$ cat src/hw/rtl/brf_pkg.sv
// ----------------------------------------------------------------------------
// brf_pkg: shared types and constants of the byte ring FIFO with search
// Operation codes, payload structs and sizing of the ring and the pattern.
// ----------------------------------------------------------------------------
`default_nettype none

package brf_pkg;

    localparam int CAPACITY    = 256;
    localparam int PTR_W       = $clog2(CAPACITY);
    localparam int CNT_W       = $clog2(CAPACITY + 1);
    localparam int PATTERN_MAX = 8;
    localparam int PAT_IDX_W   = $clog2(PATTERN_MAX + 1);
    localparam int PAT_SEL_W   = (PATTERN_MAX > 1) ? $clog2(PATTERN_MAX) : 1;
    localparam int PAT_W       = 64;
    localparam int LEN_W       = 4;
    localparam int CFG_IDX_W   = 1;
    localparam int CFG_DATA_W  = 64;
    localparam int IDX_OUT_W   = 8;

    typedef enum logic [1:0] {
        MODE_PUSH  = 2'd0,
        MODE_POP   = 2'd1,
        MODE_FLUSH = 2'd2,
        MODE_FIND  = 2'd3
    } brf_mode_t;

    typedef enum logic [CFG_IDX_W-1:0] {
        CFG_PATTERN_BYTES  = 1'b0,
        CFG_PATTERN_LENGTH = 1'b1
    } brf_cfg_idx_t;

    typedef struct packed {
        logic [1:0] mode;
        logic [7:0] data_in;
    } brf_item_t;

    typedef struct packed {
        logic                 ok;
        logic [7:0]           data_out;
        logic                 found;
        logic [IDX_OUT_W-1:0] found_index;
        logic [CNT_W-1:0]     bytes_available;
    } brf_result_t;

endpackage

`default_nettype wire

$ cat src/hw/rtl/brf_if.sv
// ----------------------------------------------------------------------------
// brf_in_if / brf_out_if: valid/ready channels of the byte ring FIFO
// One transfer moves when valid and ready are both high at a rising edge.
// ----------------------------------------------------------------------------
`default_nettype none

interface brf_in_if;
    logic               valid;
    logic               ready;
    brf_pkg::brf_item_t payload;

    modport source (output valid, output payload, input ready);
    modport sink   (input valid, input payload, output ready);
endinterface

interface brf_out_if;
    logic                 valid;
    logic                 ready;
    brf_pkg::brf_result_t payload;

    modport source (output valid, output payload, input ready);
    modport sink   (input valid, input payload, output ready);
endinterface

`default_nettype wire

$ cat src/hw/rtl/brf_ram.sv
// ----------------------------------------------------------------------------
// brf_ram: generic simple dual-port RAM
// One write port and one read port, read data registered.
// ----------------------------------------------------------------------------
`default_nettype none

module brf_ram #(
    parameter int WIDTH = 8,
    parameter int DEPTH = 256
) (
    input  wire logic                     clk,
    input  wire logic                     we,
    input  wire logic [$clog2(DEPTH)-1:0] waddr,
    input  wire logic [WIDTH-1:0]         wdata,
    input  wire logic [$clog2(DEPTH)-1:0] raddr,
    output logic      [WIDTH-1:0]         rdata
);

    logic [WIDTH-1:0] mem [DEPTH];

    always_ff @(posedge clk)
    begin
        if (we)
        begin
            mem[waddr] <= wdata;
        end
        rdata <= mem[raddr];
    end

endmodule

`default_nettype wire

$ cat src/hw/rtl/byte_ring_fifo_with_search_top.sv
// ----------------------------------------------------------------------------
// byte_ring_fifo_with_search_top: circular byte FIFO with pattern search
//
// Items arrive on in_ch (mode, data_in); every item yields exactly one result
// on out_ch (ok, data_out, found, found_index, bytes_available). Pattern and
// pattern length are written through cfg_we / cfg_index / cfg_data; the user
// must write them only while idle, the block itself does not enforce it.
// Push and flush: result registered in the cycle after the transfer.
// Pop: the byte RAM read is registered, then ST_POP loads the result register.
// Find: each byte compare runs ST_FIND_RD then ST_FIND_CMP through one shared
// compare step; an empty FIFO is answered from idle; in_ch is not ready
// during the scan. A new item is taken while idle and the result register
// is empty or being drained in the same cycle; a stalled receiver holds the
// result and blocks further items. Reset empties the FIFO, sets pattern 0 and
// length 1; the byte RAM is not cleared, only written entries are ever read.
// ----------------------------------------------------------------------------
`default_nettype none

module byte_ring_fifo_with_search_top (
    input  wire logic                             clk,
    input  wire logic                             rst_n,
    brf_in_if.sink                                in_ch,
    brf_out_if.source                             out_ch,
    input  wire logic                             cfg_we,
    input  wire logic [brf_pkg::CFG_IDX_W-1:0]    cfg_index,
    input  wire logic [brf_pkg::CFG_DATA_W-1:0]   cfg_data
);

    localparam int PTR_W = brf_pkg::PTR_W;
    localparam int CNT_W = brf_pkg::CNT_W;
    localparam int SUM_W = CNT_W + 1;

    typedef enum logic [1:0] {
        ST_IDLE,
        ST_POP,
        ST_FIND_RD,
        ST_FIND_CMP
    } state_t;

    state_t                          state_reg, state_next;
    logic [PTR_W-1:0]                write_pos_reg, write_pos_next;
    logic [PTR_W-1:0]                read_pos_reg, read_pos_next;
    logic [CNT_W-1:0]                fill_reg, fill_next;
    logic [PTR_W-1:0]                k_reg, k_next;
    logic [brf_pkg::PAT_IDX_W-1:0]   j_reg, j_next;
    logic [brf_pkg::PAT_IDX_W-1:0]   len_reg, len_next;
    logic [brf_pkg::PAT_W-1:0]       pattern_reg;
    logic [brf_pkg::LEN_W-1:0]       pattern_len_reg;
    logic                            out_valid_reg, out_valid_next;
    brf_pkg::brf_result_t            out_reg, out_next;

    logic                            in_xfer;
    logic                            ram_we;
    logic [PTR_W-1:0]                ram_raddr;
    logic [7:0]                      ram_rdata;
    logic [PTR_W-1:0]                search_addr;
    logic [SUM_W-1:0]                kj_sum;
    logic [7:0]                      pat_byte;
    logic [brf_pkg::PAT_IDX_W-1:0]   len_sat;
    brf_pkg::brf_mode_t              mode;

    function automatic logic [PTR_W-1:0] ring_next(input logic [PTR_W-1:0] p);
        return (p == PTR_W'(brf_pkg::CAPACITY - 1)) ? '0 : p + PTR_W'(1);
    endfunction

    assign mode        = brf_pkg::brf_mode_t'(in_ch.payload.mode);
    assign in_ch.ready = (state_reg == ST_IDLE) && (!out_valid_reg || out_ch.ready);
    assign in_xfer     = in_ch.valid && in_ch.ready;
    assign out_ch.valid   = out_valid_reg;
    assign out_ch.payload = out_reg;

    assign ram_we      = in_xfer && (mode == brf_pkg::MODE_PUSH)
                         && (fill_reg < CNT_W'(brf_pkg::CAPACITY));
    assign search_addr = read_pos_reg + k_reg + PTR_W'(j_reg);
    assign ram_raddr   = (state_reg == ST_FIND_RD) ? search_addr : read_pos_reg;
    assign kj_sum      = SUM_W'(k_reg) + SUM_W'(j_reg);
    assign pat_byte    = pattern_reg[8 * j_reg[brf_pkg::PAT_SEL_W-1:0] +: 8];

    always_comb
    begin
        if (pattern_len_reg == '0)
        begin
            len_sat = brf_pkg::PAT_IDX_W'(1);
        end
        else if (brf_pkg::PAT_IDX_W'(pattern_len_reg) > brf_pkg::PAT_IDX_W'(brf_pkg::PATTERN_MAX)
                 || pattern_len_reg > brf_pkg::LEN_W'(brf_pkg::PATTERN_MAX))
        begin
            len_sat = brf_pkg::PAT_IDX_W'(brf_pkg::PATTERN_MAX);
        end
        else
        begin
            len_sat = brf_pkg::PAT_IDX_W'(pattern_len_reg);
        end
    end

    brf_ram #(
        .WIDTH (8),
        .DEPTH (brf_pkg::CAPACITY)
    ) u_store (
        .clk   (clk),
        .we    (ram_we),
        .waddr (write_pos_reg),
        .wdata (in_ch.payload.data_in),
        .raddr (ram_raddr),
        .rdata (ram_rdata)
    );

    always_comb
    begin
        state_next     = state_reg;
        write_pos_next = write_pos_reg;
        read_pos_next  = read_pos_reg;
        fill_next      = fill_reg;
        k_next         = k_reg;
        j_next         = j_reg;
        len_next       = len_reg;
        out_valid_next = out_valid_reg && !out_ch.ready;
        out_next       = out_reg;

        unique case (state_reg)
            ST_IDLE:
            begin
                if (in_xfer)
                begin
                    out_next = '0;
                    unique case (mode)
                        brf_pkg::MODE_PUSH:
                        begin
                            if (ram_we)
                            begin
                                write_pos_next = ring_next(write_pos_reg);
                                fill_next      = fill_reg + CNT_W'(1);
                                out_next.ok    = 1'b1;
                            end
                            out_next.bytes_available = ram_we ? fill_reg + CNT_W'(1)
                                                              : fill_reg;
                            out_valid_next = 1'b1;
                        end
                        brf_pkg::MODE_POP:
                        begin
                            if (fill_reg != '0)
                            begin
                                fill_next = fill_reg - CNT_W'(1);
                                if (fill_reg == CNT_W'(1))
                                begin
                                    read_pos_next  = '0;
                                    write_pos_next = '0;
                                end
                                else
                                begin
                                    read_pos_next = ring_next(read_pos_reg);
                                end
                                state_next = ST_POP;
                            end
                            else
                            begin
                                out_valid_next = 1'b1;
                            end
                        end
                        brf_pkg::MODE_FLUSH:
                        begin
                            read_pos_next  = '0;
                            write_pos_next = '0;
                            fill_next      = '0;
                            out_next.ok    = 1'b1;
                            out_valid_next = 1'b1;
                        end
                        brf_pkg::MODE_FIND:
                        begin
                            out_next.ok              = 1'b1;
                            out_next.bytes_available = fill_reg;
                            if (fill_reg == '0)
                            begin
                                out_valid_next = 1'b1;
                            end
                            else
                            begin
                                k_next     = '0;
                                j_next     = '0;
                                len_next   = len_sat;
                                state_next = ST_FIND_RD;
                            end
                        end
                        default:
                        begin
                            out_valid_next = 1'b1;
                        end
                    endcase
                end
            end
            ST_POP:
            begin
                out_next.ok              = 1'b1;
                out_next.data_out        = ram_rdata;
                out_next.bytes_available = fill_reg;
                out_valid_next           = 1'b1;
                state_next               = ST_IDLE;
            end
            ST_FIND_RD:
            begin
                if ((j_reg == len_reg) || (kj_sum >= SUM_W'(fill_reg)))
                begin
                    out_next.found       = 1'b1;
                    out_next.found_index = brf_pkg::IDX_OUT_W'(k_reg);
                    out_valid_next       = 1'b1;
                    state_next           = ST_IDLE;
                end
                else
                begin
                    state_next = ST_FIND_CMP;
                end
            end
            ST_FIND_CMP:
            begin
                if (ram_rdata == pat_byte)
                begin
                    j_next     = j_reg + brf_pkg::PAT_IDX_W'(1);
                    state_next = ST_FIND_RD;
                end
                else if (CNT_W'(k_reg) + CNT_W'(1) == fill_reg)
                begin
                    out_valid_next = 1'b1;
                    state_next     = ST_IDLE;
                end
                else
                begin
                    k_next     = k_reg + PTR_W'(1);
                    j_next     = '0;
                    state_next = ST_FIND_RD;
                end
            end
            default:
            begin
                state_next = ST_IDLE;
            end
        endcase
    end

    always_ff @(posedge clk or negedge rst_n)
    begin
        if (!rst_n)
        begin
            state_reg       <= ST_IDLE;
            write_pos_reg   <= '0;
            read_pos_reg    <= '0;
            fill_reg        <= '0;
            k_reg           <= '0;
            j_reg           <= '0;
            len_reg         <= '0;
            out_valid_reg   <= 1'b0;
            out_reg         <= '0;
            pattern_reg     <= '0;
            pattern_len_reg <= brf_pkg::LEN_W'(1);
        end
        else
        begin
            state_reg     <= state_next;
            write_pos_reg <= write_pos_next;
            read_pos_reg  <= read_pos_next;
            fill_reg      <= fill_next;
            k_reg         <= k_next;
            j_reg         <= j_next;
            len_reg       <= len_next;
            out_valid_reg <= out_valid_next;
            out_reg       <= out_next;
            if (cfg_we)
            begin
                unique case (brf_pkg::brf_cfg_idx_t'(cfg_index))
                    brf_pkg::CFG_PATTERN_BYTES:
                    begin
                        pattern_reg <= cfg_data[brf_pkg::PAT_W-1:0];
                    end
                    brf_pkg::CFG_PATTERN_LENGTH:
                    begin
                        pattern_len_reg <= cfg_data[brf_pkg::LEN_W-1:0];
                    end
                    default:
                    begin
                        pattern_reg <= pattern_reg;
                    end
                endcase
            end
        end
    end

endmodule

`default_nettype wire

$ cat src/flat_wrapper.sv
// flat-port wrapper written by rule: the top's interface ports become plain ports
module byte_ring_fifo_with_search_top_flat 
  (clk, rst_n, cfg_we, cfg_index, cfg_data, in_ch_valid, in_ch_payload, in_ch_ready, out_ch_valid, out_ch_payload, out_ch_ready);
  brf_in_if in_ch_i ();
  brf_out_if out_ch_i ();
  input  wire logic clk;
  input  wire logic rst_n;
  input  wire logic cfg_we;
  input  wire logic [brf_pkg::CFG_IDX_W-1:0] cfg_index;
  input  wire logic [brf_pkg::CFG_DATA_W-1:0] cfg_data;
  input wire logic [$bits(in_ch_i.valid)-1:0] in_ch_valid;
  input wire logic [$bits(in_ch_i.payload)-1:0] in_ch_payload;
  output wire logic [$bits(in_ch_i.ready)-1:0] in_ch_ready;
  output wire logic [$bits(out_ch_i.valid)-1:0] out_ch_valid;
  output wire logic [$bits(out_ch_i.payload)-1:0] out_ch_payload;
  input wire logic [$bits(out_ch_i.ready)-1:0] out_ch_ready;
  assign in_ch_i.valid = in_ch_valid;
  assign in_ch_i.payload = in_ch_payload;
  assign in_ch_ready = in_ch_i.ready;
  assign out_ch_valid = out_ch_i.valid;
  assign out_ch_payload = out_ch_i.payload;
  assign out_ch_i.ready = out_ch_ready;
  byte_ring_fifo_with_search_top u_core (.clk(clk), .rst_n(rst_n), .in_ch(in_ch_i), .out_ch(out_ch_i), .cfg_we(cfg_we), .cfg_index(cfg_index), .cfg_data(cfg_data));
endmodule
$ cat config.mk
export PLATFORM = sky130hd
export DESIGN_NAME = byte_ring_fifo_with_search_top_flat
export DESIGN_NICKNAME = d
export VERILOG_FILES = /design/src/hw/rtl/brf_pkg.sv /design/src/hw/rtl/brf_if.sv /design/src/hw/rtl/brf_ram.sv /design/src/hw/rtl/byte_ring_fifo_with_search_top.sv /design/src/flat_wrapper.sv
export SDC_FILE = /design/constraint.sdc
export NUM_CORES = 2
export LEC_CHECK = 0
export ABC_AREA = 0
export BUFFER_PORTS_ARGS = -buffer_cell sky130_fd_sc_hd__buf_4
export CAP_MARGIN = 10
export CELL_PAD_IN_SITES_DETAIL_PLACEMENT = 0
export CELL_PAD_IN_SITES_GLOBAL_PLACEMENT = 2
export CORE_MARGIN = 2
export CORE_UTILIZATION = 48
export CTS_CLUSTER_SIZE = 12
export DETAILED_ROUTE_END_ITERATION = 7
export PLACE_DENSITY = 0.81
export SLEW_MARGIN = 20
export SYNTH_ARGS = -nofsm -noshare
export SYNTH_HDL_FRONTEND = slang
export SYNTH_HIERARCHICAL = 1
export SYNTH_SLANG_ARGS = --single-unit
$ cat constraint.sdc
create_clock -name clk -period 5.05 [get_ports clk]
set_input_delay 0.2525 -clock clk [delete_from_list [all_inputs] [get_ports clk]]
set_output_delay 0.2525 -clock clk [all_outputs]
set_load 0.03 [all_outputs]
==> impl_summary.md <==
Global routing
The first-pass GRT wire length is 320.2 mm. The number of antenna violations at the first check in global routing came to 3. The number of global-route vias before repair was 45.28k. The overflow left after global routing is 0.

In the global route stage, overall resource usage came out at 23.77%. The pin count of the biggest net entering global routing is 178.

Route
For this block, the routed nets add up to 221.3 mm of wire. The first detailed-routing pass took 6 iterations. Dividing the detail-routed wire length by the instance count gives 30.01 µm. After detailed routing, the number of remaining DRC violations is 0. The number of nets with antenna violations after detailed routing is 0. Using the TritonRoute via totals, the vias-per-cell ratio works out to 6.200. The number of vias after detailed routing is 45.73k. The violation count after the first detailed-routing iteration is 5196.

Timing
The worst slew margin relative to its limit is 23.58%. The worst-case clock skew is 35.82 ps. The final-report max-slew violation count is 0. The final count of negative-setup-slack endpoints is 0.

For the pin with the worst max-slew slack, the measured transition is 1146 ps. Hold is met by 58.98 ps. Static timing analysis puts the maximum clock frequency at 0.2075 GHz. The final critical delay including setup and external delays is 4819 ps. The final hold violation count is 0. Setup repair after global routing left no endpoint under its margin. The worst path uses 95.43% of the clock period.

Final layout
The net count of the finished layout is 4990. The post-synthesis to final-layout area growth is 13.13%. Measured on the finished design, the core utilization comes to 54.77%.

The register with the most flip-flops in the layout has 2048 of them. The proportion of layout cells with a drive suffix above 1 is 23.30%. The design area is 99210 µm².

Logic synthesis
Averaged over all synthesized cells, the footprint is 19.38 µm². The count of flip-flops with a built-in enable after synthesis is 2048. The net count after synthesis is 4645.

The commonest register cell after synthesis is edfxtp_1. The library cell occupying the most area in the post-synthesis netlist is edfxtp_1. The sequential area share after synthesis is 74.28%. The yosys synthesis warning count is 6. The arithmetic-cell share of the synthesized area counting full adders, half adders and majority gates is 0.6220%. The most common cell in the synthesized netlist is edfxtp_1. The netlist uses 82 different library cells.

In this run, synthesis produced a sequential element count of 2195. Of the post-synthesis cell area, the dominant cell type holds 70.13%. The commonest cells after synthesis are edfxtp_1, mux4_2, nor2_1. Measured against the total synthesized area, the mux share comes to 14.58%. After Yosys synthesis, XOR and XNOR cells account for 0.3895% of the synthesized area. The synthesized-area fraction occupied by ao, oa, aoi and oai cells is 4.578%. Synthesis handed over a netlist of 4525 instances. The post-synthesis instance area is 87700 µm². By area the synthesized netlist is led by edfxtp_1, mux4_2, dfrtp_1.

After synthesis, the largest family of logic cells by area is multiplexers. The synthesized netlist devotes 3.515% of its cell area to simple gates. The fraction of registers with async set/reset is 6.333%.

Place
The number of I/O port buffers is 108. The sum of net half-perimeters after detailed placement is 139.5 mm. The congestion estimate from routability-driven global placement came to 0.8997. After detailed placement, the total cell area comes to 92000 µm².

Setup path
On the critical path, the stage with the largest delay is an instance of nor4_1. For this run, the slowest stage of the critical path takes 630 ps. By startpoint and endpoint, the worst setup path is classified as reg -> reg. The type of element launching the critical path is a flip-flop. The kind of cell with the highest combined delay on the critical path is simple AND/OR/NAND/NOR gates. The critical path goes through fa_1 -> ha_1 -> inv_1 -> fa_1 -> nor2b_1 -> o21ai_0 -> a21boi_2 -> o21ai_0 -> and3_1 -> o21ai_0 -> xnor2_1 -> buf_4 -> and3b_1 -> o221ai_1 -> o22ai_1 -> nor3_1 -> nor4_1 -> nor4_2. The required time of the worst setup path is 5770 ps. For the worst setup path, the data arrival time is 5530 ps. The highest net fanout along the worst path is 12. The endpoint type of the worst setup path is a flip-flop.

The critical path's most frequent cell is o21ai_0. The count of buffering cells on the critical path with inverters included is 2.

Floorplan
The placeable core area is 181100 µm². The number of I/O pins is 109. The die is 431.4 µm wide.

The overall die height is 431.4 µm. The number of rows in the core area is 156. The initial utilization of the core area, before any placement, comes to 48.42%.

The floorplan step defined a die boundary enclosing 186100 µm².

Job
Across the run, the number of max-cap violations was 0.

Power
The worst supply voltage drop on vdd is 0.4076 mV. For this design the ratio of total power to cell area is 488.1 nW/µm². The static leakage is 31.55 nW.

Clock network
The clock transition at the registers of the reported paths is 60 ps. The tree is rooted in a clkbuf_16. Clock tree synthesis inserted a total of 216 buffers.

The TritonCTS clock tree is built. The H-tree generated during clock tree synthesis spans 4 levels. The number of clock sinks is 2195.

The maximum buffer depth of the clock tree is 3. At the later pin of the worst-skew pair, clock insertion delay measures 870 ps.

Outcome
The run finished with clean final reports.

Hold path
The path class of the tightest hold or removal check is in -> reg.
[cell usage in the layout, fill, tap and decap left out, types with 21 or more instances in the layout]
master and n:
nand3_1 56, buf_12 27, inv_1 29, ha_1 34, a22o_1 32, clkinv_1 34, a21oi_1 131, nor2_1 312
a221oi_1 21, nor2b_1 36, xnor2_1 21, nor3_1 30, clkbuf_1 66, mux2i_1 157, nor4_1 28, o221ai_1 46
dlygate4sd3_1 76, o21ai_0 62, buf_4 296, a22oi_1 140, mux4_2 460, clkbuf_16 219, o22ai_1 34, nand2_1 94
mux2_2 71, dfrtp_1 138, edfxtp_1 2048
[what timing repair did]
item / 4_1_cts / 5_1_grt
pin swaps: 0 / 1
hold endpoints to repair: 400 / 83
hold buffers: 75 / 1
setup buffers: 0 / 0
setup endpoints to repair: 4 / 8
resized for setup: 1 / 10
[report_power, final]
| group | leakage [nW] | switching, mW | total, mW | internal, mW |
|---|---|---|---|---|
| registers | 20.2 | 0.351 | 20.5 | 20.1 |
| logic | 8.25 | 7.45 | 13.2 | 5.78 |
| clock network | 3.08 | 6.58 | 14.7 | 8.13 |
| total | 31.5 | 14.4 | 48.4 | 34.1 |
[metal layers]
layer  GRT usage (%)  up-vias  routed length, µm
met1           34.43    24180              91850
met2           37.30     2027             105400
met4           6.787        6               5805
li1                -    19240                  -
met3           4.255      281              18150
met5               0        -                 42
[area by class of cell]
cell class / count / area (µm²)
fill: 13780 / 81920
timing repair buffer: 409 / 3679
sequential: 2195 / 65140
tap: 2370 / 2965
inverter: 33 / 123.9
clock buffer: 289 / 5783
multi-input combinational: 2015 / 20930
clock inverter: 63 / 584.3
antenna: 1 / 2.502
[cell families (layout without fill, tap and decap cells)]
logic type | after synthesis | after routing
flip-flops | 2195 | 2195
other | 0 | 1
adder cells (fa/ha/maj) | 40 | 40
multiplexers | 690 | 690
buffers and inverters | 315 | 794
AND/OR/NAND/NOR | 665 | 665
AO/OA/AOI/OAI | 581 | 581
XOR/XNOR | 39 | 39
[through the flow]
| stage | setup WS (ps) | instances | setup TNS (ps) | power, mW |
|---|---|---|---|---|
| after detailed placement | -21.26 | 6945 | -35.52 | 34.04 |
| final | 231.0 | 7375 | 0 | 48.43 |
| after CTS | 2.135 | 7372 | 0 | 48.74 |
| after global routing | 10.05 | 7374 | 0 | 50.09 |
| after global placement | 12.54 | 6945 | 0 | 34.04 |
| after floorplan | 803.6 | 4525 | 0 | 29.83 |
[worst register-to-register path: stages (launching register included)]
cell	delay, ps
dfrtp_1	430
fa_1	550
ha_1	180
inv_1	70
fa_1	450
nor2b_1	130
o21ai_0	130
a21boi_2	230
o21ai_0	120
and3_1	170
o21ai_0	190
xnor2_1	170
buf_4	260
and3b_1	380
o221ai_1	230
o22ai_1	210
nor3_1	60
nor4_1	630
nor4_2	100
[final timing paths]
kind / cells past startpoint / slack (ps) / from / endpoint
worst min-delay path: 1 / 60 / in_ch_payload[6] / u_core/u_store/mem[224][6]$_DFFE_PP_
worst max register to register: 18 / 230 / u_core/read_pos_reg[1]$_DFFE_PN0P_ / u_core/u_store/rdata[2]$_DFF_P_
min in group asynchronous: 2 / 80 / rst_n / u_core/fill_reg[6]$_DFFE_PN0P_
worst min register to register: 1 / 490 / u_core/out_ch.payload[17]$_DFFE_PN0P_ / u_core/out_ch.payload[17]$_DFFE_PN0P_
max in group asynchronous: 3 / 3720 / rst_n / u_core/out_ch.payload[25]$_DFFE_PN0P_
worst max-delay path: 18 / 230 / u_core/read_pos_reg[1]$_DFFE_PN0P_ / u_core/u_store/rdata[2]$_DFF_P_
Note: power is estimated with default switching activity, not from simulation.
